$ cat src/sws_pkg.sv
// Package for the sliding window statistics block: widths, item types and state codes.
package sws_pkg;

    localparam int SAMPLE_WIDTH   = 16;
    localparam int WINDOW_MAX_DEF = 16;
    localparam int CNT_W          = 5;
    localparam int SUM_W          = SAMPLE_WIDTH + CNT_W;
    localparam logic [CNT_W-1:0] WINDOW_LENGTH_RST = CNT_W'(16);

    typedef struct packed {
        logic signed [SAMPLE_WIDTH-1:0] sample;
        logic                           clear;
    } in_item_t;

    typedef struct packed {
        logic signed [SAMPLE_WIDTH-1:0] average;
        logic signed [SAMPLE_WIDTH-1:0] minimum;
        logic signed [SAMPLE_WIDTH-1:0] maximum;
        logic [CNT_W-1:0]               fill_count;
        logic                           window_full;
    } out_item_t;

    // Running statistics handed from one cell to the next.
    typedef struct packed {
        logic                           empty;
        logic signed [SUM_W-1:0]        sum;
        logic signed [SAMPLE_WIDTH-1:0] min_val;
        logic signed [SAMPLE_WIDTH-1:0] max_val;
    } partial_t;

    typedef enum logic [1:0] {
        S_IDLE,
        S_WALK,
        S_DIV,
        S_OUT
    } state_t;

endpackage

$ cat src/sliding_window_statistics.sv
// Top level of the sliding window statistics block: ring control, cell chain and divider.
// An accepted item passes the launch register, the register of every cell in the chain, the
// bit-serial divider and the output register before its result appears on m_item.
// The block takes one item at a time: the next item is accepted only once the previous result
// has moved to the output register; the walk along the cell chain and the divider set the pace.
// Reset (aresetn, synchronous, active low) empties the window, zeroes every cell,
// and sets window_length to 16.
module sliding_window_statistics
    import sws_pkg::*;
#(
    parameter int WINDOW_MAX = WINDOW_MAX_DEF
) (
    input  logic             aclk,
    input  logic             aresetn,
    input  logic             cfg_we,
    input  logic [CNT_W-1:0] cfg_wdata,
    input  logic             s_valid,
    output logic             s_ready,
    input  in_item_t         s_item,
    output logic             m_valid,
    input  logic             m_ready,
    output out_item_t        m_item
);

    localparam int IDX_W = (WINDOW_MAX > 1) ? $clog2(WINDOW_MAX) : 1;

    // Configuration register and the effective window length derived from it.
    // A length of zero acts as one, a length above the cell count acts as the cell count.
    logic [CNT_W-1:0] window_length_reg;
    logic [CNT_W-1:0] eff_len;

    always_ff @(posedge aclk) begin
        if (!aresetn) begin
            window_length_reg <= WINDOW_LENGTH_RST;
        end else if (cfg_we) begin
            window_length_reg <= cfg_wdata;
        end
    end

    always_comb begin
        if (window_length_reg == '0) begin
            eff_len = CNT_W'(1);
        end else if (32'(window_length_reg) > WINDOW_MAX) begin
            eff_len = CNT_W'(WINDOW_MAX);
        end else begin
            eff_len = window_length_reg;
        end
    end

    // Ring control. A push lands at the write position, which then wraps to zero once
    // it reaches the effective length; the fill count grows only while below it.
    logic             in_accept;
    logic             push;
    logic             wipe;
    logic [IDX_W-1:0] wpos_reg;
    logic [IDX_W-1:0] wpos_next;
    logic [CNT_W-1:0] held_reg;
    logic [CNT_W-1:0] held_next;

    assign in_accept = s_valid && s_ready;
    assign push      = in_accept && !s_item.clear;
    assign wipe      = in_accept && s_item.clear;

    always_comb begin
        wpos_next = wpos_reg;
        held_next = held_reg;
        if (wipe) begin
            wpos_next = '0;
            held_next = '0;
        end else if (push) begin
            if (32'(wpos_reg) + 1 >= 32'(eff_len)) begin
                wpos_next = '0;
            end else begin
                wpos_next = wpos_reg + 1'b1;
            end
            if (held_reg < eff_len) begin
                held_next = held_reg + 1'b1;
            end
        end
    end

    always_ff @(posedge aclk) begin
        if (!aresetn) begin
            wpos_reg <= '0;
            held_reg <= '0;
        end else begin
            wpos_reg <= wpos_next;
            held_reg <= held_next;
        end
    end

    // The cell chain. In the cycle after the item is taken (so that the write has landed),
    // an empty statistics record enters the first cell and every cell whose index lies
    // below the fill count folds its sample in as the record passes.
    logic     launch_reg;
    logic     chain_valid [WINDOW_MAX+1];
    partial_t chain_part  [WINDOW_MAX+1];

    assign chain_valid[0]        = launch_reg;
    assign chain_part[0].empty   = 1'b1;
    assign chain_part[0].sum     = '0;
    assign chain_part[0].min_val = '0;
    assign chain_part[0].max_val = '0;

    for (genvar i = 0; i < WINDOW_MAX; i++) begin : g_cell
        sws_cell #(
            .INDEX (i),
            .IDX_W (IDX_W)
        ) u_cell (
            .aclk      (aclk),
            .aresetn   (aresetn),
            .wr_en     (push),
            .clear     (wipe),
            .wr_pos    (wpos_reg),
            .wr_data   (s_item.sample),
            .count     (held_reg),
            .valid_in  (chain_valid[i]),
            .part_in   (chain_part[i]),
            .valid_out (chain_valid[i+1]),
            .part_out  (chain_part[i+1])
        );
    end

    // Statistics captured at the end of the chain while the mean is divided out.
    logic                           stat_empty_reg;
    logic signed [SAMPLE_WIDTH-1:0] stat_min_reg;
    logic signed [SAMPLE_WIDTH-1:0] stat_max_reg;
    logic                           chain_done;
    logic                           div_start;
    logic                           div_done;
    logic signed [SUM_W-1:0]        div_quotient;
    logic signed [SAMPLE_WIDTH-1:0] avg_reg;

    assign chain_done = chain_valid[WINDOW_MAX];

    sws_divider u_divider (
        .aclk     (aclk),
        .aresetn  (aresetn),
        .start    (div_start),
        .dividend (chain_part[WINDOW_MAX].sum),
        .divisor  (held_reg),
        .done     (div_done),
        .quotient (div_quotient)
    );

    always_ff @(posedge aclk) begin
        if (div_start) begin
            stat_empty_reg <= chain_part[WINDOW_MAX].empty;
            stat_min_reg   <= chain_part[WINDOW_MAX].min_val;
            stat_max_reg   <= chain_part[WINDOW_MAX].max_val;
        end
        if (div_done) begin
            avg_reg <= div_quotient[SAMPLE_WIDTH-1:0];
        end
    end

    // Sequencer: take one item, walk the chain, divide, then hand the result to the
    // output register. The output register lets the next item in while a result waits.
    state_t    state_reg;
    state_t    state_next;
    logic      launch_next;
    logic      load_out;
    logic      m_valid_reg;
    logic      m_valid_next;
    out_item_t m_item_reg;

    always_comb begin
        state_next  = state_reg;
        launch_next = 1'b0;
        s_ready     = 1'b0;
        div_start   = 1'b0;
        load_out    = 1'b0;
        unique case (state_reg)
            S_IDLE: begin
                s_ready = 1'b1;
                if (s_valid) begin
                    launch_next = 1'b1;
                    state_next  = S_WALK;
                end
            end
            S_WALK: begin
                if (chain_done) begin
                    div_start  = 1'b1;
                    state_next = S_DIV;
                end
            end
            S_DIV: begin
                if (div_done) begin
                    state_next = S_OUT;
                end
            end
            S_OUT: begin
                if (!m_valid_reg || m_ready) begin
                    load_out   = 1'b1;
                    state_next = S_IDLE;
                end
            end
            default: begin
                state_next = S_IDLE;
            end
        endcase
    end

    always_comb begin
        m_valid_next = m_valid_reg;
        if (load_out) begin
            m_valid_next = 1'b1;
        end else if (m_ready) begin
            m_valid_next = 1'b0;
        end
    end

    always_ff @(posedge aclk) begin
        if (!aresetn) begin
            state_reg   <= S_IDLE;
            launch_reg  <= 1'b0;
            m_valid_reg <= 1'b0;
        end else begin
            state_reg   <= state_next;
            launch_reg  <= launch_next;
            m_valid_reg <= m_valid_next;
        end
    end

    // An empty window reports zero for the mean, the minimum and the maximum.
    always_ff @(posedge aclk) begin
        if (load_out) begin
            m_item_reg.average     <= stat_empty_reg ? '0 : avg_reg;
            m_item_reg.minimum     <= stat_empty_reg ? '0 : stat_min_reg;
            m_item_reg.maximum     <= stat_empty_reg ? '0 : stat_max_reg;
            m_item_reg.fill_count  <= held_reg;
            m_item_reg.window_full <= held_reg >= eff_len;
        end
    end

    assign m_valid = m_valid_reg;
    assign m_item  = m_item_reg;

    // The statistics record reaches the end of the chain only while the sequencer waits.
    a_chain_in_walk: assert property (@(posedge aclk) disable iff (!aresetn)
        chain_done |-> state_reg == S_WALK)
        else $error("chain result arrived outside the walk");

    // The divider finishes only while the sequencer waits for it.
    a_div_in_div: assert property (@(posedge aclk) disable iff (!aresetn)
        div_done |-> state_reg == S_DIV)
        else $error("divider finished outside the divide phase");

    // A clear empties the window.
    a_clear_empties: assert property (@(posedge aclk) disable iff (!aresetn)
        wipe |=> (held_reg == '0) && (wpos_reg == '0))
        else $error("clear did not empty the window");

    // The write position always names an existing cell.
    a_wpos_range: assert property (@(posedge aclk) disable iff (!aresetn)
        32'(wpos_reg) < WINDOW_MAX)
        else $error("write position beyond the last cell");

    // A result is loaded only into a free or draining output register.
    a_no_overwrite: assert property (@(posedge aclk) disable iff (!aresetn)
        load_out |-> (!m_valid_reg || m_ready))
        else $error("pending result overwritten");

endmodule

$ cat src/sws_cell.sv
// One window cell: holds one sample and folds it into the passing statistics.
module sws_cell
    import sws_pkg::*;
#(
    parameter int INDEX = 0,
    parameter int IDX_W = 4
) (
    input  logic                           aclk,
    input  logic                           aresetn,
    input  logic                           wr_en,
    input  logic                           clear,
    input  logic [IDX_W-1:0]               wr_pos,
    input  logic signed [SAMPLE_WIDTH-1:0] wr_data,
    input  logic [CNT_W-1:0]               count,
    input  logic                           valid_in,
    input  partial_t                       part_in,
    output logic                           valid_out,
    output partial_t                       part_out
);

    logic signed [SAMPLE_WIDTH-1:0] sample_reg;
    logic                           valid_reg;
    partial_t                       part_reg;
    partial_t                       part_next;
    logic                           take_sample;
    logic signed [SUM_W-1:0]        sample_ext;

    assign take_sample = 32'(count) > 32'(INDEX);
    assign sample_ext  = signed'({{CNT_W{sample_reg[SAMPLE_WIDTH-1]}}, sample_reg});

    always_comb begin
        part_next = part_in;
        if (take_sample) begin
            if (part_in.empty) begin
                part_next.empty   = 1'b0;
                part_next.sum     = sample_ext;
                part_next.min_val = sample_reg;
                part_next.max_val = sample_reg;
            end else begin
                part_next.sum = part_in.sum + sample_ext;
                if (sample_reg < part_in.min_val) begin
                    part_next.min_val = sample_reg;
                end
                if (sample_reg > part_in.max_val) begin
                    part_next.max_val = sample_reg;
                end
            end
        end
    end

    always_ff @(posedge aclk) begin
        if (!aresetn) begin
            sample_reg <= '0;
            valid_reg  <= 1'b0;
        end else begin
            valid_reg <= valid_in;
            if (clear) begin
                sample_reg <= '0;
            end else if (wr_en && (wr_pos == IDX_W'(INDEX))) begin
                sample_reg <= wr_data;
            end
        end
    end

    always_ff @(posedge aclk) begin
        part_reg <= part_next;
    end

    assign valid_out = valid_reg;
    assign part_out  = part_reg;

endmodule

$ cat src/sws_divider.sv
// Sequential signed divider, one quotient bit per cycle, truncating toward zero.
module sws_divider
    import sws_pkg::*;
(
    input  logic                    aclk,
    input  logic                    aresetn,
    input  logic                    start,
    input  logic signed [SUM_W-1:0] dividend,
    input  logic [CNT_W-1:0]        divisor,
    output logic                    done,
    output logic signed [SUM_W-1:0] quotient
);

    localparam int STEP_W = $clog2(SUM_W + 1);

    logic                busy_reg;
    logic                done_reg;
    logic                neg_reg;
    logic [STEP_W-1:0]   step_reg;
    logic [SUM_W-1:0]    quo_reg;
    logic [CNT_W-1:0]    rem_reg;
    logic [CNT_W-1:0]    div_reg;
    logic [CNT_W:0]      shifted;
    logic                ge;
    logic [CNT_W:0]      diff;

    assign shifted = {rem_reg, quo_reg[SUM_W-1]};
    assign ge      = shifted >= {1'b0, div_reg};
    assign diff    = shifted - {1'b0, div_reg};

    always_ff @(posedge aclk) begin
        if (!aresetn) begin
            busy_reg <= 1'b0;
            done_reg <= 1'b0;
            step_reg <= '0;
        end else begin
            done_reg <= 1'b0;
            if (start) begin
                busy_reg <= 1'b1;
                step_reg <= '0;
            end else if (busy_reg) begin
                step_reg <= step_reg + 1'b1;
                if (step_reg == STEP_W'(SUM_W - 1)) begin
                    busy_reg <= 1'b0;
                    done_reg <= 1'b1;
                end
            end
        end
    end

    always_ff @(posedge aclk) begin
        if (start) begin
            neg_reg <= dividend[SUM_W-1];
            quo_reg <= dividend[SUM_W-1] ? unsigned'(-dividend) : unsigned'(dividend);
            rem_reg <= '0;
            div_reg <= divisor;
        end else if (busy_reg) begin
            quo_reg <= {quo_reg[SUM_W-2:0], ge};
            rem_reg <= ge ? diff[CNT_W-1:0] : shifted[CNT_W-1:0];
        end
    end

    assign done     = done_reg;
    assign quotient = neg_reg ? -signed'(quo_reg) : signed'(quo_reg);

endmodule

$ cat config.mk
export PLATFORM = sky130hd
export DESIGN_NAME = sliding_window_statistics
export DESIGN_NICKNAME = d
export VERILOG_FILES = /design/src/sws_pkg.sv /design/src/sliding_window_statistics.sv /design/src/sws_cell.sv /design/src/sws_divider.sv
export SDC_FILE = /design/constraint.sdc
export NUM_CORES = 2
export LEC_CHECK = 0
export BUFFER_PORTS_ARGS = -buffer_cell sky130_fd_sc_hd__buf_2
export CORE_MARGIN = 3
export CORE_UTILIZATION = 40
export DETAILED_ROUTE_END_ITERATION = 8
export GPL_ROUTABILITY_DRIVEN = 0
export MAX_ROUTING_LAYER = met4
export PLACE_DENSITY = 0.57
export SYNTH_ARGS = -nofsm -noshare
export SYNTH_HDL_FRONTEND = slang
export SYNTH_SLANG_ARGS = --single-unit
$ cat constraint.sdc
create_clock -name aclk -period 6.6 [get_ports aclk]
set_input_delay 0.33 -clock aclk [delete_from_list [all_inputs] [get_ports aclk]]
set_output_delay 0.33 -clock aclk [all_outputs]
set_load 0.01 [all_outputs]
==> impl_metrics.csv <==
group,metric,value,unit
yosys,synth-seq-area-share,0.383,
power,power_density,249,mW/mm^2
yosys,async_reset_ff_frac,0,
layout,nets,8718,
layout,largest_reg_flops,823,
timing,fin_crit,3.57,ns
power,power.leakage,32.5,nW
timing,hold_slack,0.151,ns
worst_setup_path,r2r_start,"g_cell[11].u_cell.sample_reg[0]",
timing,slew_viol_final,0,
placement,io_buffer_count,82,
detailed_routing,dr.first_iter.drc_count,4084,
yosys,ys_types,84,
detailed_routing,drt-wirelength-per-cell,19.7,microns
yosys,synth_seq_cells,1255,
power,p_sw,0.00530,W
power,seqPwrFrac,0.441,
yosys,syn-num-nets,8693,
yosys,yosys_warnings,0,
grt,antenna_found_initial,3,
yosys,synth_edf_count,130,
power,irDropWorstVdd,271,uV
detailed_routing,ant_nets,0,
yosys,synth.avg_cell_area,8.77,sq um
power,intPower,0.0139,W
clocking,cts_num_sinks,1255,
worst_hold_path,hold_path_class,"in2reg",
grt,track_usage,0.228,
power,p_clk_frac,0.430,
floorplan,initial_utilization,0.405,
worst_setup_path,crit_start,"g_cell[11].u_cell.sample_reg[0]",
clocking,path_clk_slew,0.06,ns
floorplan,die_h,421,microns
timing,max_slew_margin,0.198,
timing,max_freq,280,MHz
detailed_routing,drt-total-wl,203,mm
power,pwr-share-comb,0.130,
detailed_routing,route.detailed.drc,0,
grt,grt_pass1_wl,310,mm
layout,area_growth,11.6,%
worst_setup_path,path_max_fanout,6,
worst_setup_path,cp-start-kind,"flop",
detailed_routing,vias_per_cell,5.38,
worst_setup_path,criticalPathCategory,"reg2reg",
power,swShare,0.276,
floorplan,num_rows,151,
timing,post-route-period-util,0.541,
grt,grt_pass1_vias,53100,
timing,setup_tns,0,ns
worst_hold_path,whs_path_depth,3,
worst_setup_path,cp.required,7.29,ns
clocking,post_cts_resized,0,
placement,post-dp-hpwl,149,mm
outcome,status,"complete, no violations",
floorplan,dieArea,0.178,sq mm
detailed_routing,num_vias,55500,
clocking,cts_buffers,143,
grt,grt_max_degree,170,
grt,grt_overflow,0,
worst_hold_path,min-delay-start,"s_item[1]",
worst_setup_path,endpoint_kind,"flop",
timing,clock_skew,0.0565,ns
clocking,cts_setup_buffers,0,
clocking,clk_path_buf_depth,3,
floorplan,core,0.170,sq mm
clocking,clk_latency,0.78,ns
layout,fillers,16600,
worst_setup_path,cp.arrival,4.26,ns
yosys,syn_area,0.0690,sq mm
timing,finalHoldViolations,0,
yosys,synth_cells,7875,
floorplan,top_level_ports,83,
clocking,hold_buffers,17,
layout,layout-drive-gt1-share,0.0640,
timing,worst-slew-pin-transition,1.17,ns
run,drv_cap,0,
layout,fin_util,0.452,
detailed_routing,drt_pre_antenna_iters,6,
clocking,cts_tree,"built",
worst_setup_path,r2r_cells,12,
timing,rsz0062_at_grt,"false",
floorplan,die_x,421,microns
yosys,synthFlopType,"dfxtp_1",
timing,setup_viol,0,
clocking,cts_root_buffer,"clkbuf_16",
clocking,cts_htree_levels,4,
==> routing by layer <==
metal  vias up  wire, microns  track usage
met2      1348          95400        0.376
met5         -              0            -
met4         0           7550       0.0830
met3       400           9960       0.0284
met1     26100          89800        0.287
li1      27600              -            -
==> worst paths after layout <==
path / end / slack, ns
worst max-delay path: g_cell[11].u_cell.part_out[52] / 3.03
worst min-delay path: g_cell[1].u_cell.sample_reg[0] / 0.15
worst max register to register: g_cell[11].u_cell.part_out[52] / 3.03
worst min register to register: stat_max_reg[14] / 0.40
==> cells in the final DEF, fill, tap and decap left out, types with 84 or more instances in the layout <==
cell / netlist / final
a21o_1: 218 / 218
a21oi_1: 862 / 859
buf_4: 2 / 89
clkbuf_16: 0 / 149
dfxtp_1: 1125 / 1125
edfxtp_1: 130 / 130
ha_1: 775 / 775
inv_1: 573 / 573
mux2_1: 313 / 313
nand2_1: 988 / 988
nand2b_1: 84 / 84
nand3_1: 84 / 84
nor2_1: 520 / 513
nor2b_1: 144 / 143
o21a_1: 96 / 96
o21ai_0: 256 / 253
o21ai_1: 229 / 222
xnor2_1: 144 / 144
xor2_1: 127 / 127
==> metrics by stage <==
step	std cells	total power (W)	instance area, sq um	worst slack, ns
2_1_floorplan	7875	0.0102	69000	3.16
3_3_place_gp	10000	0.0111	72000	3.04
3_5_place_dp	10000	0.0111	72000	3.11
4_1_cts	10300	0.0194	77100	3.07
5_1_grt	10300	0.0200	77100	2.81
6_report	10300	0.0192	77100	3.03
==> synthesized netlist by cell type (all sizes together), types with 73 or more instances <==
cell    instances  area, sq um
ha            775         9700
nor2b         144          901
nor2          520         1950
a21o          218         1640
inv           580         2180
nand4          73          457
nand3          84          420
xnor2         144         1260
nand2         988         3710
a21oi         865         4340
nand2b         84          526
clkbuf        256          962
mux2i          76          761
nor3           86          430
o21a           96          721
mux2          362         4080
edfxtp        130         3900
dfxtp        1125        22500
o21ai         485         2430
xor2          127         1110
==> worst max-delay path, cell delays in order (launching register included) <==
cell and delay, ns:
dfxtp_1 0.35, ha_1 0.24, fa_1 0.45, a21o_1 0.19, a21oi_1 0.29, o21ai_1 0.18
a21oi_1 0.34, a211oi_1 0.17, a311oi_1 0.41, o21ai_1 0.13, a21oi_1 0.26, mux2_1 0.36
o22ai_1 0.12
==> cells by family (layout without fill, tap and decap cells) <==
logic type	Yosys count	in the layout	share of synthesized area
other	0	3	0
AOI/OAI and AO/OA	2068	2068	0.179
xor gates and xnor gates	271	271	0.0344
adders and majority gates	791	791	0.145
muxes	438	438	0.0701
buffers and inverters	891	1031	0.0489
and+or+nand+nor	2161	2161	0.140
DFF	1255	1255	0.383
==> power by group through the flow <==
stage	Clock, W	Sequential (W)	Combinational [W]
final	0.00826	0.00847	0.00250
after CTS	0.00844	0.00848	0.00249
after floorplan	0	0.00849	0.00176
after global placement	0	0.00864	0.00242
after detailed placement	0	0.00864	0.00247
after global routing	0.00873	0.00851	0.00276
==> final cells by class <==
| type | count | area [sq um] | share of cell area |
|---|---|---|---|
| inverters | 582 | 2180 | 0.0283 |
| repair buffers | 189 | 1270 | 0.0165 |
| clock inverters | 61 | 749 | 0.00973 |
| flip-flops and latches | 1255 | 26400 | 0.343 |
| multi-input cells | 5729 | 39400 | 0.511 |
| clock buffers | 199 | 4190 | 0.0543 |
| well taps | 2295 | 2870 | 0.0373 |
| diodes | 3 | 7.51 | 0.0000974 |
(Power assumes the default switching activity.)
